==> config.mk <==
export PLATFORM = sky130hd
export DESIGN_NAME = escape_sequence_key_decoder_unit_flat
export DESIGN_NICKNAME = d
export VERILOG_FILES = /design/src/hdl/esdk_pkg.sv /design/src/hdl/esdk_in_if.sv /design/src/hdl/esdk_out_if.sv /design/src/hdl/escape_sequence_key_decoder_unit.sv /design/src/flat_wrapper.sv
export SDC_FILE = /design/constraint.sdc
export NUM_CORES = 1
export LEC_CHECK = 0
export ABC_AREA = 1
export BUFFER_PORTS_ARGS = -buffer_cell sky130_fd_sc_hd__clkbuf_2
export CAP_MARGIN = 15
export CORE_MARGIN = 3
export CORE_UTILIZATION = 30
export CTS_BUF_LIST = sky130_fd_sc_hd__clkbuf_4 sky130_fd_sc_hd__clkbuf_8
export CTS_CLUSTER_SIZE = 8
export DETAILED_ROUTE_END_ITERATION = 8
export PLACE_DENSITY = 0.51
export REMOVE_ABC_BUFFERS = 1
export SLEW_MARGIN = 25
export SYNTH_ARGS = -nofsm -noshare
export SYNTH_HDL_FRONTEND = slang
export SYNTH_SLANG_ARGS = --single-unit
==> constraint.sdc <==
create_clock -name clk -period 4.2 [get_ports clk]
set_input_delay 0.63 -clock clk [delete_from_list [all_inputs] [get_ports clk]]
set_output_delay 0.63 -clock clk [all_outputs]
set_load 0.005 [all_outputs]
==> src/hdl/esdk_pkg.sv <==
// ---------------------------------------------------------------------------
// esdk_pkg: shared definitions for the escape sequence key decoder
// Byte codes, key codes and field widths used across the decoder files.
// ---------------------------------------------------------------------------
package esdk_pkg;

	localparam int unsigned ByteW = 8;
	localparam int unsigned KeyW  = 11;

	typedef logic [ByteW-1:0] byte_t;
	typedef logic [KeyW-1:0]  key_t;

	// configuration register indexes
	typedef enum logic {
		CFG_TIMEOUT = 1'b0,
		CFG_WAIT    = 1'b1
	} cfg_idx_t;

	localparam byte_t TimeoutReset = 8'd10;

	// input kinds
	localparam logic FUNC_BYTE = 1'b0;
	localparam logic FUNC_TICK = 1'b1;

	// received byte values
	localparam byte_t CH_BS    = 8'd8;
	localparam byte_t CH_LF    = 8'd10;
	localparam byte_t CH_CR    = 8'd13;
	localparam byte_t CH_ESC   = 8'd27;
	localparam byte_t CH_DEL   = 8'd127;
	localparam byte_t CH_0     = 8'h30;
	localparam byte_t CH_1     = 8'h31;
	localparam byte_t CH_2     = 8'h32;
	localparam byte_t CH_3     = 8'h33;
	localparam byte_t CH_4     = 8'h34;
	localparam byte_t CH_5     = 8'h35;
	localparam byte_t CH_6     = 8'h36;
	localparam byte_t CH_7     = 8'h37;
	localparam byte_t CH_8     = 8'h38;
	localparam byte_t CH_9     = 8'h39;
	localparam byte_t CH_SEMI  = 8'h3B;
	localparam byte_t CH_LBR   = 8'h5B;
	localparam byte_t CH_TILDE = 8'h7E;
	localparam byte_t CH_UA    = 8'h41;
	localparam byte_t CH_UB    = 8'h42;
	localparam byte_t CH_UC    = 8'h43;
	localparam byte_t CH_UD    = 8'h44;
	localparam byte_t CH_UE    = 8'h45;
	localparam byte_t CH_UF    = 8'h46;
	localparam byte_t CH_UH    = 8'h48;
	localparam byte_t CH_UO    = 8'h4F;
	localparam byte_t CH_UP    = 8'h50;
	localparam byte_t CH_UQ    = 8'h51;
	localparam byte_t CH_UR    = 8'h52;
	localparam byte_t CH_US    = 8'h53;
	localparam byte_t CH_LD    = 8'h64;
	localparam byte_t CH_LE    = 8'h65;
	localparam byte_t CH_LF_   = 8'h66;
	localparam byte_t CH_LH    = 8'h68;
	localparam byte_t CH_LS    = 8'h73;
	localparam byte_t CH_LT    = 8'h74;

	// key codes
	localparam key_t K_BS     = 11'd8;
	localparam key_t K_ENTER  = 11'd13;
	localparam key_t K_ESC    = 11'd27;
	localparam key_t K_LEFT   = 11'd1000;
	localparam key_t K_RIGHT  = 11'd1001;
	localparam key_t K_UP     = 11'd1002;
	localparam key_t K_DOWN   = 11'd1003;
	localparam key_t K_DEL    = 11'd1004;
	localparam key_t K_HOME   = 11'd1005;
	localparam key_t K_END    = 11'd1006;
	localparam key_t K_PGUP   = 11'd1007;
	localparam key_t K_PGDN   = 11'd1008;
	localparam key_t K_INS    = 11'd1009;
	localparam key_t K_F1     = 11'd1010;
	localparam key_t K_F2     = 11'd1011;
	localparam key_t K_F3     = 11'd1012;
	localparam key_t K_F4     = 11'd1013;
	localparam key_t K_F5     = 11'd1014;
	localparam key_t K_F10    = 11'd1015;
	localparam key_t K_ALTF   = 11'd1016;
	localparam key_t K_ALTE   = 11'd1017;
	localparam key_t K_ALTS   = 11'd1018;
	localparam key_t K_ALTD   = 11'd1019;
	localparam key_t K_ALTH   = 11'd1020;
	localparam key_t K_SUP    = 11'd1021;
	localparam key_t K_SDOWN  = 11'd1022;
	localparam key_t K_SLEFT  = 11'd1023;
	localparam key_t K_SRIGHT = 11'd1024;
	localparam key_t K_CINS   = 11'd1025;
	localparam key_t K_SDEL   = 11'd1026;
	localparam key_t K_SINS   = 11'd1027;

endpackage

==> src/hdl/esdk_in_if.sv <==
// ---------------------------------------------------------------------------
// esdk_in_if: input channel of the key decoder
// Carries one received byte or one timeout tick per beat.
// ---------------------------------------------------------------------------
interface esdk_in_if;
	import esdk_pkg::*;

	logic  valid;
	logic  ready;
	logic  func;
	byte_t rx_byte;

	modport source (output valid, output func, output rx_byte, input ready);
	modport sink   (input valid, input func, input rx_byte, output ready);
endinterface

==> src/hdl/esdk_out_if.sv <==
// ---------------------------------------------------------------------------
// esdk_out_if: output channel of the key decoder
// Carries one decoded key code per beat.
// ---------------------------------------------------------------------------
interface esdk_out_if;
	import esdk_pkg::*;

	logic valid;
	logic ready;
	key_t key_code;

	modport source (output valid, output key_code, input ready);
	modport sink   (input valid, input key_code, output ready);
endinterface

==> src/hdl/escape_sequence_key_decoder_unit.sv <==
// ---------------------------------------------------------------------------
// escape_sequence_key_decoder_unit: terminal escape sequence key decoder
// Turns terminal bytes and timeout ticks into key codes, parsing ESC, CSI
// and SS3 sequences one byte per beat.
// ---------------------------------------------------------------------------
//  channel   dir  payload               handshake
//  in_ch     in   func, rx_byte         valid/ready
//  key_ch    out  key_code (11 bit)     valid/ready
//  cfg       in   cfg_we/cfg_index/cfg_data, write only
//
//  Two stages: an input register, then the parser step into the key register.
//  One beat per cycle sustained while the key register is free to take keys.
//  The parse state is registered and fed back, so every beat sees the state
//  left by the previous one. Reset clears state and valids and resets the configuration.
//  A stalled key register holds the parser only when a new key is produced.
// ---------------------------------------------------------------------------
module escape_sequence_key_decoder_unit
	import esdk_pkg::*;
(
	input  logic           clk,
	input  logic           arst_n,
	esdk_in_if.sink        in_ch,
	esdk_out_if.source     key_ch,
	input  logic           cfg_we,
	input  cfg_idx_t       cfg_index,
	input  byte_t          cfg_data
);

	typedef enum logic [2:0] {
		PH_IDLE   = 3'd0,
		PH_ESC    = 3'd1,
		PH_CSI    = 3'd2,
		PH_CSI_D  = 3'd3,
		PH_SEMI   = 3'd4,
		PH_SEMI2  = 3'd5,
		PH_CSI_DD = 3'd6,
		PH_SS3    = 3'd7
	} phase_t;

	// configuration
	byte_t timeout_q;
	logic  wait_q;

	// input stage
	logic  valid_s1;
	logic  func_s1;
	byte_t byte_s1;

	// parser state
	phase_t phase_q, phase_d;
	byte_t  first_q, first_d;
	byte_t  second_q, second_d;
	byte_t  third_q, third_d;
	byte_t  tick_q, tick_d;
	byte_t  tick_inc;

	// result register
	logic  out_valid_q;
	key_t  key_q;

	logic  fire;
	key_t  key_d;
	logic  out_free;
	logic  advance;

	assign out_free     = !out_valid_q || key_ch.ready;
	assign advance      = valid_s1 && (!fire || out_free);
	assign in_ch.ready  = !valid_s1 || advance;
	assign key_ch.valid = out_valid_q;
	assign key_ch.key_code = key_q;
	assign tick_inc     = (tick_q == 8'hFF) ? tick_q : tick_q + 8'd1;

	// write configuration registers
	always_ff @(posedge clk or negedge arst_n) begin
		if (!arst_n) begin
			timeout_q <= TimeoutReset;
			wait_q    <= 1'b0;
		end else if (cfg_we) begin
			case (cfg_index)
				CFG_TIMEOUT: timeout_q <= cfg_data;
				CFG_WAIT:    wait_q    <= cfg_data[0];
				default:     ;
			endcase
		end
	end

	// capture input beat
	always_ff @(posedge clk or negedge arst_n) begin
		if (!arst_n) begin
			valid_s1 <= 1'b0;
		end else if (in_ch.ready) begin
			valid_s1 <= in_ch.valid;
		end
	end

	always_ff @(posedge clk) begin
		if (in_ch.ready && in_ch.valid) begin
			func_s1 <= in_ch.func;
			byte_s1 <= in_ch.rx_byte;
		end
	end

	// parser step for the beat in the input stage
	always_comb begin
		phase_d  = phase_q;
		first_d  = first_q;
		second_d = second_q;
		third_d  = third_q;
		tick_d   = tick_q;
		fire     = 1'b0;
		key_d    = K_ESC;
		if (func_s1 == FUNC_TICK) begin
			if (phase_q == PH_ESC && !wait_q) begin
				tick_d = tick_inc;
				if (tick_inc >= timeout_q) begin
					fire    = 1'b1;
					key_d   = K_ESC;
					phase_d = PH_IDLE;
				end
			end
		end else begin
			fire    = 1'b1;
			phase_d = PH_IDLE;
			case (phase_q)
				PH_IDLE: begin
					if (byte_s1 == CH_CR || byte_s1 == CH_LF) begin
						key_d = K_ENTER;
					end else if (byte_s1 == CH_BS || byte_s1 == CH_DEL) begin
						key_d = K_BS;
					end else if (byte_s1 == CH_ESC) begin
						fire    = 1'b0;
						phase_d = PH_ESC;
						tick_d  = '0;
					end else begin
						key_d = {3'b000, byte_s1};
					end
				end
				PH_ESC: begin
					case (byte_s1)
						CH_LF_, CH_UF: key_d = K_ALTF;
						CH_LE,  CH_UE: key_d = K_ALTE;
						CH_LS,  CH_US: key_d = K_ALTS;
						CH_LD,  CH_UD: key_d = K_ALTD;
						CH_LH,  CH_UH: key_d = K_ALTH;
						CH_LBR: begin
							fire    = 1'b0;
							phase_d = PH_CSI;
						end
						CH_UO: begin
							fire    = 1'b0;
							phase_d = PH_SS3;
						end
						default: key_d = K_ESC;
					endcase
				end
				PH_CSI: begin
					if (byte_s1 >= CH_0 && byte_s1 <= CH_9) begin
						fire    = 1'b0;
						first_d = byte_s1;
						phase_d = PH_CSI_D;
					end else begin
						case (byte_s1)
							CH_UA:   key_d = K_UP;
							CH_UB:   key_d = K_DOWN;
							CH_UC:   key_d = K_RIGHT;
							CH_UD:   key_d = K_LEFT;
							CH_UH:   key_d = K_HOME;
							CH_UF:   key_d = K_END;
							default: key_d = K_ESC;
						endcase
					end
				end
				PH_CSI_D: begin
					if (byte_s1 == CH_TILDE) begin
						case (first_q)
							CH_1, CH_7: key_d = K_HOME;
							CH_2:       key_d = K_INS;
							CH_3:       key_d = K_DEL;
							CH_4, CH_8: key_d = K_END;
							CH_5:       key_d = K_PGUP;
							CH_6:       key_d = K_PGDN;
							default:    key_d = K_ESC;
						endcase
					end else if (byte_s1 == CH_SEMI) begin
						fire    = 1'b0;
						phase_d = PH_SEMI;
					end else begin
						fire     = 1'b0;
						second_d = byte_s1;
						phase_d  = PH_CSI_DD;
					end
				end
				PH_SEMI: begin
					fire    = 1'b0;
					third_d = byte_s1;
					phase_d = PH_SEMI2;
				end
				PH_SEMI2: begin
					key_d = K_ESC;
					if (first_q == CH_1 && third_q == CH_2 && byte_s1 == CH_UA) begin
						key_d = K_SUP;
					end else if (first_q == CH_1 && third_q == CH_2 && byte_s1 == CH_UB) begin
						key_d = K_SDOWN;
					end else if (first_q == CH_1 && third_q == CH_2 && byte_s1 == CH_UC) begin
						key_d = K_SRIGHT;
					end else if (first_q == CH_1 && third_q == CH_2 && byte_s1 == CH_UD) begin
						key_d = K_SLEFT;
					end else if (byte_s1 == CH_TILDE) begin
						if (first_q == CH_2 && third_q == CH_5) begin
							key_d = K_CINS;
						end else if (first_q == CH_3 && third_q == CH_2) begin
							key_d = K_SDEL;
						end else if (first_q == CH_2 && third_q == CH_2) begin
							key_d = K_SINS;
						end
					end
				end
				PH_CSI_DD: begin
					key_d = K_ESC;
					if (byte_s1 == CH_TILDE) begin
						if (first_q == CH_2 && second_q == CH_1) begin
							key_d = K_F10;
						end else if (second_q >= CH_1 && second_q <= CH_5) begin
							key_d = K_F1 + {3'b000, second_q - CH_1};
						end
					end
				end
				PH_SS3: begin
					case (byte_s1)
						CH_UH:   key_d = K_HOME;
						CH_UF:   key_d = K_END;
						CH_UP:   key_d = K_F1;
						CH_UQ:   key_d = K_F2;
						CH_UR:   key_d = K_F3;
						CH_US:   key_d = K_F4;
						CH_LT:   key_d = K_F5;
						default: key_d = K_ESC;
					endcase
				end
				default: begin
					fire = 1'b0;
				end
			endcase
		end
	end

	// advance parser state and result register
	always_ff @(posedge clk or negedge arst_n) begin
		if (!arst_n) begin
			phase_q     <= PH_IDLE;
			first_q     <= '0;
			second_q    <= '0;
			third_q     <= '0;
			tick_q      <= '0;
			out_valid_q <= 1'b0;
		end else begin
			if (advance) begin
				phase_q  <= phase_d;
				first_q  <= first_d;
				second_q <= second_d;
				third_q  <= third_d;
				tick_q   <= tick_d;
			end
			if (out_free) begin
				out_valid_q <= advance && fire;
			end
		end
	end

	always_ff @(posedge clk) begin
		if (advance && fire) begin
			key_q <= key_d;
		end
	end

	// checks
	a_key_range: assert property (@(posedge clk) disable iff (!arst_n)
		out_valid_q |-> (key_q <= K_SINS))
		else $error("key code out of range");

	a_plain_byte_fires: assert property (@(posedge clk) disable iff (!arst_n)
		advance && func_s1 == FUNC_BYTE && phase_q == PH_IDLE && byte_s1 != CH_ESC
		|=> out_valid_q)
		else $error("plain byte produced no key");

	a_stall_holds_input: assert property (@(posedge clk) disable iff (!arst_n)
		!in_ch.ready |-> valid_s1 && fire && !out_free)
		else $error("input stalled without a blocked key");

	a_digit_param: assert property (@(posedge clk) disable iff (!arst_n)
		(phase_q == PH_CSI_D || phase_q == PH_SEMI || phase_q == PH_SEMI2
			|| phase_q == PH_CSI_DD) |-> (first_q >= CH_0 && first_q <= CH_9))
		else $error("first parameter is not a digit");

	a_tick_no_key: assert property (@(posedge clk) disable iff (!arst_n)
		advance && func_s1 == FUNC_TICK && phase_q != PH_ESC |-> !fire)
		else $error("tick outside ESC produced a key");

endmodule

==> src/flat_wrapper.sv <==
// flat-port wrapper written by rule: the top's interface ports become plain ports
module escape_sequence_key_decoder_unit_flat import esdk_pkg::*;
  (clk, arst_n, cfg_we, cfg_index, cfg_data, in_ch_valid, in_ch_func, in_ch_rx_byte, in_ch_ready, key_ch_valid, key_ch_key_code, key_ch_ready);
  esdk_in_if in_ch_i ();
  esdk_out_if key_ch_i ();
  input  logic clk;
  input  logic arst_n;
  input  logic cfg_we;
  input  cfg_idx_t cfg_index;
  input  byte_t cfg_data;
  input wire logic [$bits(in_ch_i.valid)-1:0] in_ch_valid;
  input wire logic [$bits(in_ch_i.func)-1:0] in_ch_func;
  input wire logic [$bits(in_ch_i.rx_byte)-1:0] in_ch_rx_byte;
  output wire logic [$bits(in_ch_i.ready)-1:0] in_ch_ready;
  output wire logic [$bits(key_ch_i.valid)-1:0] key_ch_valid;
  output wire logic [$bits(key_ch_i.key_code)-1:0] key_ch_key_code;
  input wire logic [$bits(key_ch_i.ready)-1:0] key_ch_ready;
  assign in_ch_i.valid = in_ch_valid;
  assign in_ch_i.func = in_ch_func;
  assign in_ch_i.rx_byte = in_ch_rx_byte;
  assign in_ch_ready = in_ch_i.ready;
  assign key_ch_valid = key_ch_i.valid;
  assign key_ch_key_code = key_ch_i.key_code;
  assign key_ch_i.ready = key_ch_ready;
  escape_sequence_key_decoder_unit u_core (.clk(clk), .arst_n(arst_n), .in_ch(in_ch_i), .key_ch(key_ch_i), .cfg_we(cfg_we), .cfg_index(cfg_index), .cfg_data(cfg_data));
endmodule
==> results of run 1 <==
-- per-stage QoR --
stage          power [mW]  instance area [um2]  setup slack, ns  hold slack, ns
6_report             1.34                 5220            0.489           0.345
3_5_place_dp        0.887                 5060            0.805           0.452
3_3_place_gp        0.887                 5060            0.866           0.448
2_1_floorplan       0.823                 4600             1.23           0.334
4_1_cts              1.37                 5220            0.433           0.367
5_1_grt              1.42                 5220           0.0218           0.404
-- layer usage --
metal | up-vias | share of wire (%) | global-route usage [%]
met5 | - | 0 | 0
met4 | 0 | 1.2 | 3.85
met3 | 13 | 4.4 | 3.66
met2 | 95 | 44 | 23.1
met1 | 2029 | 50 | 21.0
li1 | 2337 | - | -
-- worst max-delay path: cells and delay by family (launching register included) --
kind	cells	cell delay, ns
AO/OA/AOI/OAI	1	0.36
adder cells (fa/ha/maj)	2	0.52
buffers and inverters	2	0.23
flip-flops	1	0.43
AND/OR/NAND/NOR	11	1.17
-- sequential cells by signal (all words and copies together) (netlist names), 3 cells and up --
register and count:
u_core.byte_s1 8, u_core.timeout_q 8, u_core.third_q 8, u_core.first_q 8, u_core.phase_q 3, u_core.second_q 8, u_core.key_ch.key_code 11, u_core.tick_q 8
-- power by group --
part | switching, mW | total, mW | internal (mW)
Sequential | 0.0244 | 0.716 | 0.691
Combinational | 0.103 | 0.157 | 0.0537
Clock | 0.251 | 0.466 | 0.215
Total | 0.379 | 1.34 | 0.960
-- worst max-delay path by stage --
stage	cells after the start	end	slack (ns)	start
6_report	16	in_ch_ready	0.49	u_core.tick_q[0]$_DFFE_PN0P_
2_1_floorplan	19	u_core.key_ch.key_code[0]$_SDFFCE_PP1P_	1.23	u_core.tick_q[0]$_DFFE_PN0P_
3_5_place_dp	19	u_core.key_ch.key_code[10]$_SDFFCE_PP0P_	0.81	u_core.tick_q[0]$_DFFE_PN0P_
3_3_place_gp	19	u_core.key_ch.key_code[3]$_SDFFCE_PP1P_	0.87	u_core.tick_q[0]$_DFFE_PN0P_
5_1_grt	16	in_ch_ready	0.02	u_core.tick_q[0]$_DFFE_PN0P_
4_1_cts	16	in_ch_ready	0.43	u_core.tick_q[0]$_DFFE_PN0P_
-- cells in the mapped netlist --
library cell,instances
a21o_1,1
a21oi_1,24
a31oi_1,1
and2_1,1
and2_2,1
buf_1,1
buf_12,3
buf_2,2
buf_4,3
clkbuf_1,2
clkbuf_8,3
dfrtp_1,44
dfstp_2,2
edfxtp_1,20
ha_1,12
inv_1,102
nand2_1,249
nand2_2,5
nand3_1,54
nand3_2,1
nand3_4,1
nand3b_1,4
nand4_1,37
nor2_1,88
nor2_2,8
nor2_4,1
nor3_1,5
o2111ai_1,1
o211ai_1,1
o21a_1,1
o21ai_0,23
o22ai_1,1
or2_2,2
xnor2_1,4
xor2_1,4
-- layout make-up --
type,instances,area share [%]
sequential,66,33.6
clock inverter,6,0.647
tap,211,5.05
clock buffer,10,2.51
timing repair buffer,37,3.64
inverter,102,7.33
multi-input combinational,530,47.2
-- logic make-up (layout without fill, tap and decap cells) --
group	count (synthesis)	in the layout	share of synthesized area, %
AND/OR/NAND/NOR	457	457	41.4
buffers and inverters	116	155	11.1
adder cells (fa/ha/maj)	12	12	3.16
AO/OA/AOI/OAI	53	53	5.88
flip-flops	66	66	36.9
XOR/XNOR	8	8	1.48
-- cell usage in the layout (no fill, tap or decap), types with 3 or more instances in the layout --
master    instances
a21oi_1          24
clkbuf_2         35
clkbuf_8          9
clkinv_2          3
dfrtp_1          44
edfxtp_1         20
ha_1             12
inv_1           102
nand2_1         249
nand2_2           5
nand3_1          54
nand3b_1          4
nand4_1          37
nor2_1           88
nor2_2            8
nor3_1            5
o21ai_0          23
xnor2_1           4
xor2_1            4
==> results.md, run 1 <==
- The run finished with clean final reports.
- The critical path goes through ha_1 > nand2_1 > nor2_1 > nand3_1 > o21ai_0 > ha_1 > nand2_1 > nand2_1 > nand2_1 > nand2_1 > nand2_1 > nand4_1 > nand2_1 > inv_1 > nand4_1 > clkbuf_2.
- The mean instance size in the synthesized netlist is between 6 and 7 um2.
- The wire length per cell is roughly 13 um.
- The number of antenna diodes in the final layout is 0.
- The total clock buffers created by CTS is 9.
- Including well taps, the total number of placed cells is 946.
- Measured along the y axis, the die boundary spans 132 um.
- Measured in cells, the most critical reg-to-reg path has a length of 19.
- For this design the static power due to leakage is between 2 and 3 nW.
- Headroom to the max-slew limit came out at between 50% and 60%.
- Ranked by total cell area, the synthesized netlist is headed by dfrtp_1 23%, nand2_1 20%, edfxtp_1 13%.
- Power spread over the standard cell area amounts to 256 nW/um2.
- The path type of the worst min-delay path is primary input to asynchronous set/reset pin.
- The achievable frequency is 269 MHz.
- The peak supply drop is about 240 uV.
- The number of nets still failing antenna checks after routing is 0.
- The setup check on the worst reg-to-reg path leaves a slack of 0.80 ns.
- Clock tree synthesis found a total of 66 sinks.
- The tree is rooted in a clkbuf_8.
- On the worst path, the slowest cell contributes a delay of 0.43 ns.
- The net total in the final layout is 781.
- Across the run, the number of max-cap violations was 0.
- The number of standard-cell rows in the floorplan is 45.
- Relative to the synthesized area, the layout overhead comes to 9.98%.
- The total negative slack is 0 ns.
- In this run the critical register-to-register path is launched from u_core.tick_q[0]$_DFFE_PN0P_.
- The overall global routing resource usage is 15.0%.
- The fraction of the yosys area taken by sequential cells is 36.9%.
- The via count of the first global-routing pass was roughly 4,200.
- The maximum number of buffers from clock root to sink is 2.
- The DRC violation total after the first TritonRoute iteration is 289.
- The standard cell with the maximum stage delay on the critical path is dfrtp_1.
- The count of final hold-check violations was 0.
- Setup repair after global routing left no endpoint under its margin.
- The total number of H-tree levels is 3.
- The clock skew after layout is 0.0108 ns.
- The synthesized area is between 4000 and 5000 um2.
- The final number of max-transition violations is 0.
- After clock tree synthesis, the setup repair step added 0 buffers.
- The worst setup path is captured at a primary output.
- The final-report setup violation count is 0.
- The global placement routability congestion is between 0.8 and 0.9.
- Summed over its instances, the top area cell type makes up 23.2% of the synthesized netlist area.
- The biggest fanout along the worst timing path is 13.
- Across the whole layout, storage elements account for 1750 um2.
- 36 I/O pins were placed.
- In this run, post-CTS hold repair placed 0 buffers.
- The count of cells in the finished layout, fillers not included, comes to 962.
- The detailed-router iteration count before antenna repair is 5.
- The post-detailed-routing wire length is 12.6 mm.
- The worst path required time is 3.57 ns.
- After legalization and detailed placement, the total HPWL measured 9.79 mm.
- The filler cells instantiated in the layout total approximately 1,700.
- The initial antenna violation count was 0.
- Yosys mapped the design onto 35 distinct sky130hd cell types.
- After layout, the worst path uses slightly below 90% of the clock period.
- After detailed routing, the number of remaining DRC violations is 0.
- The latest clock arrival within the worst-skew pair is between 0.3 and 0.4 ns.
- The first global-routing pass estimated 21.2 mm of wire.
- After clock tree synthesis, the clock-pin slew on the worst setup and hold paths is 0.07 ns.
- The via total after detailed routing is 4,474.
- The worst path in the final design needs a cycle of 3.71 ns, including I/O delays and setup.
- Once the floorplan was initialized, standard cells occupied a little under a third of the core.
- The final core utilization is 34.0%.
- The pin count of the biggest net entering global routing is 47.
- The floorplan step defined a die boundary enclosing 17,400 um2.
- The proportion of layout cells with a drive suffix above 1 is 9.72%.
- After global routing the overflow that remains totals 0.
- The Yosys step of the flow raised 0 warnings.
- In this design, the critical path's most frequently occurring cell is nand2_1.
- Measured along the x axis, the die boundary spans 132 um.
- At the worst endpoint, the arrival time is approximately 3.1 ns.
- Using the TritonRoute via totals, the vias-per-cell ratio works out to ~4.7.
- The worst register-to-register path ends at u_core.key_ch.key_code[5]$_SDFFCE_PP0P_.
- In this run, synthesis produced a sequential element count of 66.
- The worst setup path is of the flip-flop to primary output kind.
- The number of instances resized during post-cts repair is 0.
- The count of mapped cells out of synthesis is just over 700.
- After floorplanning, the core was sized to cover between 15,000 and 20,000 um2.
- The largest total area in the synthesized netlist belongs to dfrtp_1.
- Summing all multi-input logic gate instances after layout gives 2470 um2.
- The nature of the critical path startpoint is a flip-flop.
- TritonCTS built the clock tree.
- The slew at the pin closest to its max-slew limit is 0.672 ns.
- The quantity of I/O buffers inserted on ports is 35.
Note: power is estimated with default switching activity, not from simulation.
==> run 2: changes to the inputs <==
--- a/config.mk
+++ b/config.mk
@@ -5,7 +5,6 @@
 export SDC_FILE = /design/constraint.sdc
 export NUM_CORES = 1
 export LEC_CHECK = 0
-export ABC_AREA = 1
 export BUFFER_PORTS_ARGS = -buffer_cell sky130_fd_sc_hd__clkbuf_2
 export CAP_MARGIN = 15
 export CORE_MARGIN = 3
==> run 2 against run 1 <==
- flip-flop and latch count did not move
- critical path depth fell by 4
- global-route usage rose by 0.40 points
- fmax fell by 6.7%
- final cell count fell by 25%
- combinational power rose by 17%
- register-to-register slack barely moved
- area after synthesis fell by 5.6%
- setup slack got worse by 0.26 ns
- routed wire length fell by 3.4%
- worst hold slack improved by 0.025 ns
- critical path type unchanged
- critical endpoint unchanged
==> results.md, run 2 <==
- The worst slack at placement is 0.466 ns (-0.339 ns).
- The non-filler instance count after layout was 722 (-25%).
- After synthesis, the most frequently instantiated cells are 47 x nand2_1, 44 x dfrtp_1, 40 x nor2_1, 36 x o21ai_0, 27 x a21oi_1.
- The via count of the first global-routing pass is 3,819 (-9.7%).
- The initial antenna violation count is 0 (unchanged).
- Relative to the synthesized area, the layout overhead comes to 13.7%.
- The biggest area consumer among synthesized cells is dfrtp_1.
- The part of the power in registers is 46.6% (-6.9 points).
- The part of the total power dissipated in the clock network is 41.7% (+6.9 points).
- The critical path in this run is classified as flip-flop to primary output.
- The peak supply drop is 195 uV (-19%).
- The number of warning messages in the yosys log came to 0 (unchanged).
- The sum of net half-perimeters after detailed placement came to 8.94 mm (-8.6%).
- The library cell used as clock root buffer is clkbuf_8.
- The overall global routing resource usage was 15.4% (+0.40 points).
- The pin count of the biggest net entering global routing is 47 (unchanged).
- The synthesized area was 4490 um2 (-5.6%).
- The number of standard-cell rows in the floorplan was 44 (-2.2%).
- The fraction of the yosys area taken by sequential cells is 39.1% (+2.2 points).
- The delay of the slowest cell on the worst path came to 0.41 ns (-0.02 ns).
- The number of remaining DRC errors came to 0 (unchanged).
- The total die area is 16,500 um2 (-5.3%).
- The kind of end point of the critical path is a primary output.
- The count of different cell masters after synthesis is 67 (+91%).
- The fraction of power spent switching nets was 25.5% (-2.8 points).
- The global placement routability congestion is 0.898 (+1.0%).
- The proportion of layout cells with a drive suffix above 1 is 18.6% (+8.9 points).
- The most frequent standard cell in the layout excluding fill and tap cells is nand2_1.
- The latest clock arrival within the worst-skew pair is 0.36 ns (about the same).
- The top cell types in the final layout, fill and taps aside, are 47 x nand2_1, 43 x dfrtp_1, 40 x nor2_1.
- The mean instance size in the synthesized netlist is 8.86 um2 (+33%).
- The net total in the final layout is 568 (-27%).
- The slew at the pin closest to its max-slew limit is 0.973 ns (+0.301 ns).
- The clock skew after layout is 0.00591 ns (-0.00493 ns).
- The DRC violation total after the first TritonRoute iteration is 365 (+26%).
- The arrival time of the worst setup path was 3.35 ns (+0.27 ns).
- The total clock buffers created by CTS is 9 (unchanged).
- The post-CTS setup repair buffer count is 0 (unchanged).
- The TritonCTS clock tree is built.
- The achievable frequency is 252 MHz (-6.7%).
- The placeable core region came to 14,600 um2 (-5.1%).
- The number of clock sinks was 66 (unchanged).
- By area the synthesized netlist is led by dfrtp_1 25%, edfxtp_1 13%, mux2_2 4.8%.
- The via density per instance is 5.38 (+16%).
- The total negative slack is 0 ns (unchanged).
- STA classifies the critical path startpoint as a flip-flop.
- The final critical delay including setup and external delays is 3.98 ns (+0.265 ns).
- The internal power consumption is 1.17 mW (+22%).
- The number of placed instances, taps included is 706 (-25%).
- The proportion of netlist area held by the largest area contributor is 24.5% (+1.4 points).
- Walking the worst path, the cells encountered are ha_1 > and3_2 > nand3_2 > xnor2_1 > ha_1 > nand2b_1 > a2111oi_0 > o311ai_0 > and3_1 > and3_1 > inv_1 > clkbuf_2.
- The final number of max-transition violations is 0 (unchanged).
- The biggest fanout along the worst timing path is 9 (-4).
- The net switching power of the design is 0.399 mW (+5.3%).
- Among all flip-flop cells after synthesis, the most frequent one is dfrtp_1.
- The maximum number of buffers from clock root to sink is 2 (unchanged).
- The number of enable flip-flop cells after synthesis is 20 (unchanged).
- The run finished with clean final reports.
- The wire length per cell was 16.8 um (+29%).
- The quantity of I/O buffers inserted on ports was 35 (unchanged).
- The post-detailed-routing wire length is 12.1 mm (-3.4%).
- Setup repair after global routing left no endpoint under its margin.
- The most frequently used cell type in the post-synthesis netlist is nand2_1.
- The standard cell with the maximum stage delay on the critical path is dfrtp_2.
- The aggregate global routing overflow is 0 (unchanged).
- The share of power burned in combinational logic was 11.7% (about the same).
- The floorplan die width was 128 um (-2.7%).
- The proportion of register bits with asynchronous set or reset after synthesis is 69.7% (unchanged).
- The I/O pin total is 36 (unchanged).
- The count of final hold-check violations is 0 (unchanged).
- The total number of H-tree levels came to 3 (unchanged).
- The number of nets still failing antenna checks after routing is 0 (unchanged).
- The detailed-router iteration count before antenna repair is 5 (unchanged).
- The worst slew slack as a fraction of its limit was 35.1% (-20 points).
- The standby leakage power is 2.07 nW (-27%).
- The clock-pin slew reported for the worst setup and hold paths after clock tree synthesis came to 0.07 ns (about the same).
- The number of flip-flops under the largest register name is 11 (unchanged).
- The path type of the worst min-delay path is primary input to asynchronous set/reset pin.
- The wire length of the first global-routing pass is 20.0 mm (-5.3%).
- The starting density of the core is 30.7% (-0.15 points).
- The synthesis-stage register bit count is 66 (unchanged).
- The post-layout total power is 1.57 mW (+17%).
- The final period utilization was 94.7% (+6.3 points).
- The antenna cell count is 0 (unchanged).
- The count of mapped cells out of synthesis is 506 (-29%).
- The final-report setup violation count is 0 (unchanged).
- The via total after detailed routing came to 3,886 (-13%).
- The post-route worst setup slack is 0.224 ns (-0.265 ns).
- The power per cell area is 307 nW/um2 (+20%).
- The max capacitance violation total is 0 (unchanged).
- The y dimension of the die is 128 um (-2.7%).
- The worst path required time is 3.57 ns (about the same).
==> run 2: path summary, 6_finish.rpt <==
| path | from | to | slack [ns] | depth (start not counted) |
|---|---|---|---|---|
| min in group clk | in_ch_rx_byte[5] | u_core.byte_s1[5]$_DFFE_PP_ | 0.44 | 1 |
| max in group asynchronous | arst_n | u_core.tick_q[0]$_DFFE_PN0P_ | 3.38 | 2 |
| hold reg to reg | u_core.first_q[4]$_DFFE_PN0P_ | u_core.first_q[4]$_DFFE_PN0P_ | 0.46 | 1 |
| setup reg to reg | u_core.tick_q[0]$_DFFE_PN0P_ | u_core.byte_s1[6]$_DFFE_PP_ | 0.80 | 12 |
| hold / removal | arst_n | u_core.timeout_q[6]$_DFFE_PN0P_ | 0.37 | 2 |
| setup / recovery | u_core.tick_q[0]$_DFFE_PN0P_ | in_ch_ready | 0.22 | 12 |
==> run 2: power groups by stage <==
stage | clock network, mW | logic [mW] | registers (mW)
floorplan | 0 | 0.107 | 0.738
global placement | 0 | 0.181 | 0.742
detailed placement | 0 | 0.183 | 0.742
CTS | 0.674 | 0.185 | 0.730
global route | 0.697 | 0.209 | 0.733
finish | 0.653 | 0.183 | 0.730
==> run 2: cell type report <==
type,count,area [um2]
inverter,24,90.1
clock buffer,9,124
clock inverter,7,118
tap,184,230
multi-input combinational,385,2520
sequential,66,1760
timing repair buffer,47,265
fill,1516,9490
==> run 2: per-layer routing <==
layer / up-vias / share of wire, % / GRT usage (%)
met5: - / 0 / 0
met4: 0 / 2.6 / 6.24
met3: 24 / 6.6 / 3.75
met2: 134 / 43 / 22.0
met1: 1816 / 48 / 22.1
li1: 1912 / - / -
==> run 2: cell families after synthesis <==
logic type	share of synthesized area, %
AND/OR/NAND/NOR	25.8
AO/OA/AOI/OAI	18.0
flip-flops	39.1
buffers and inverters	5.08
multiplexers	5.89
XOR/XNOR	2.73
adder cells (fa/ha/maj)	3.35
==> run 2: what timing repair did <==
action	in CTS	in global routing
endpoints found under the hold margin	0	0
resized for setup	1	2
setup endpoints to repair	1	1
hold buffers	0	0
==> run 2: stage by stage <==
stage	instance area (um2)	hold slack (ns)	util, %
after detailed placement	4840	0.446	33.2
after floorplan	4350	0.334	-
after global placement	4840	0.440	33.2
final	5100	0.371	34.9
after global routing	5100	0.413	34.9
after CTS	5090	0.382	34.9
==> run 2: worst max-delay path: cells and delay by family (launching register included) <==
family	cells	cell delay (ns)
AND/OR/NAND/NOR	5	1.08
AO/OA/AOI/OAI	2	0.61
adder cells (fa/ha/maj)	2	0.47
buffers and inverters	2	0.17
flip-flops	1	0.41
XOR/XNOR	1	0.22
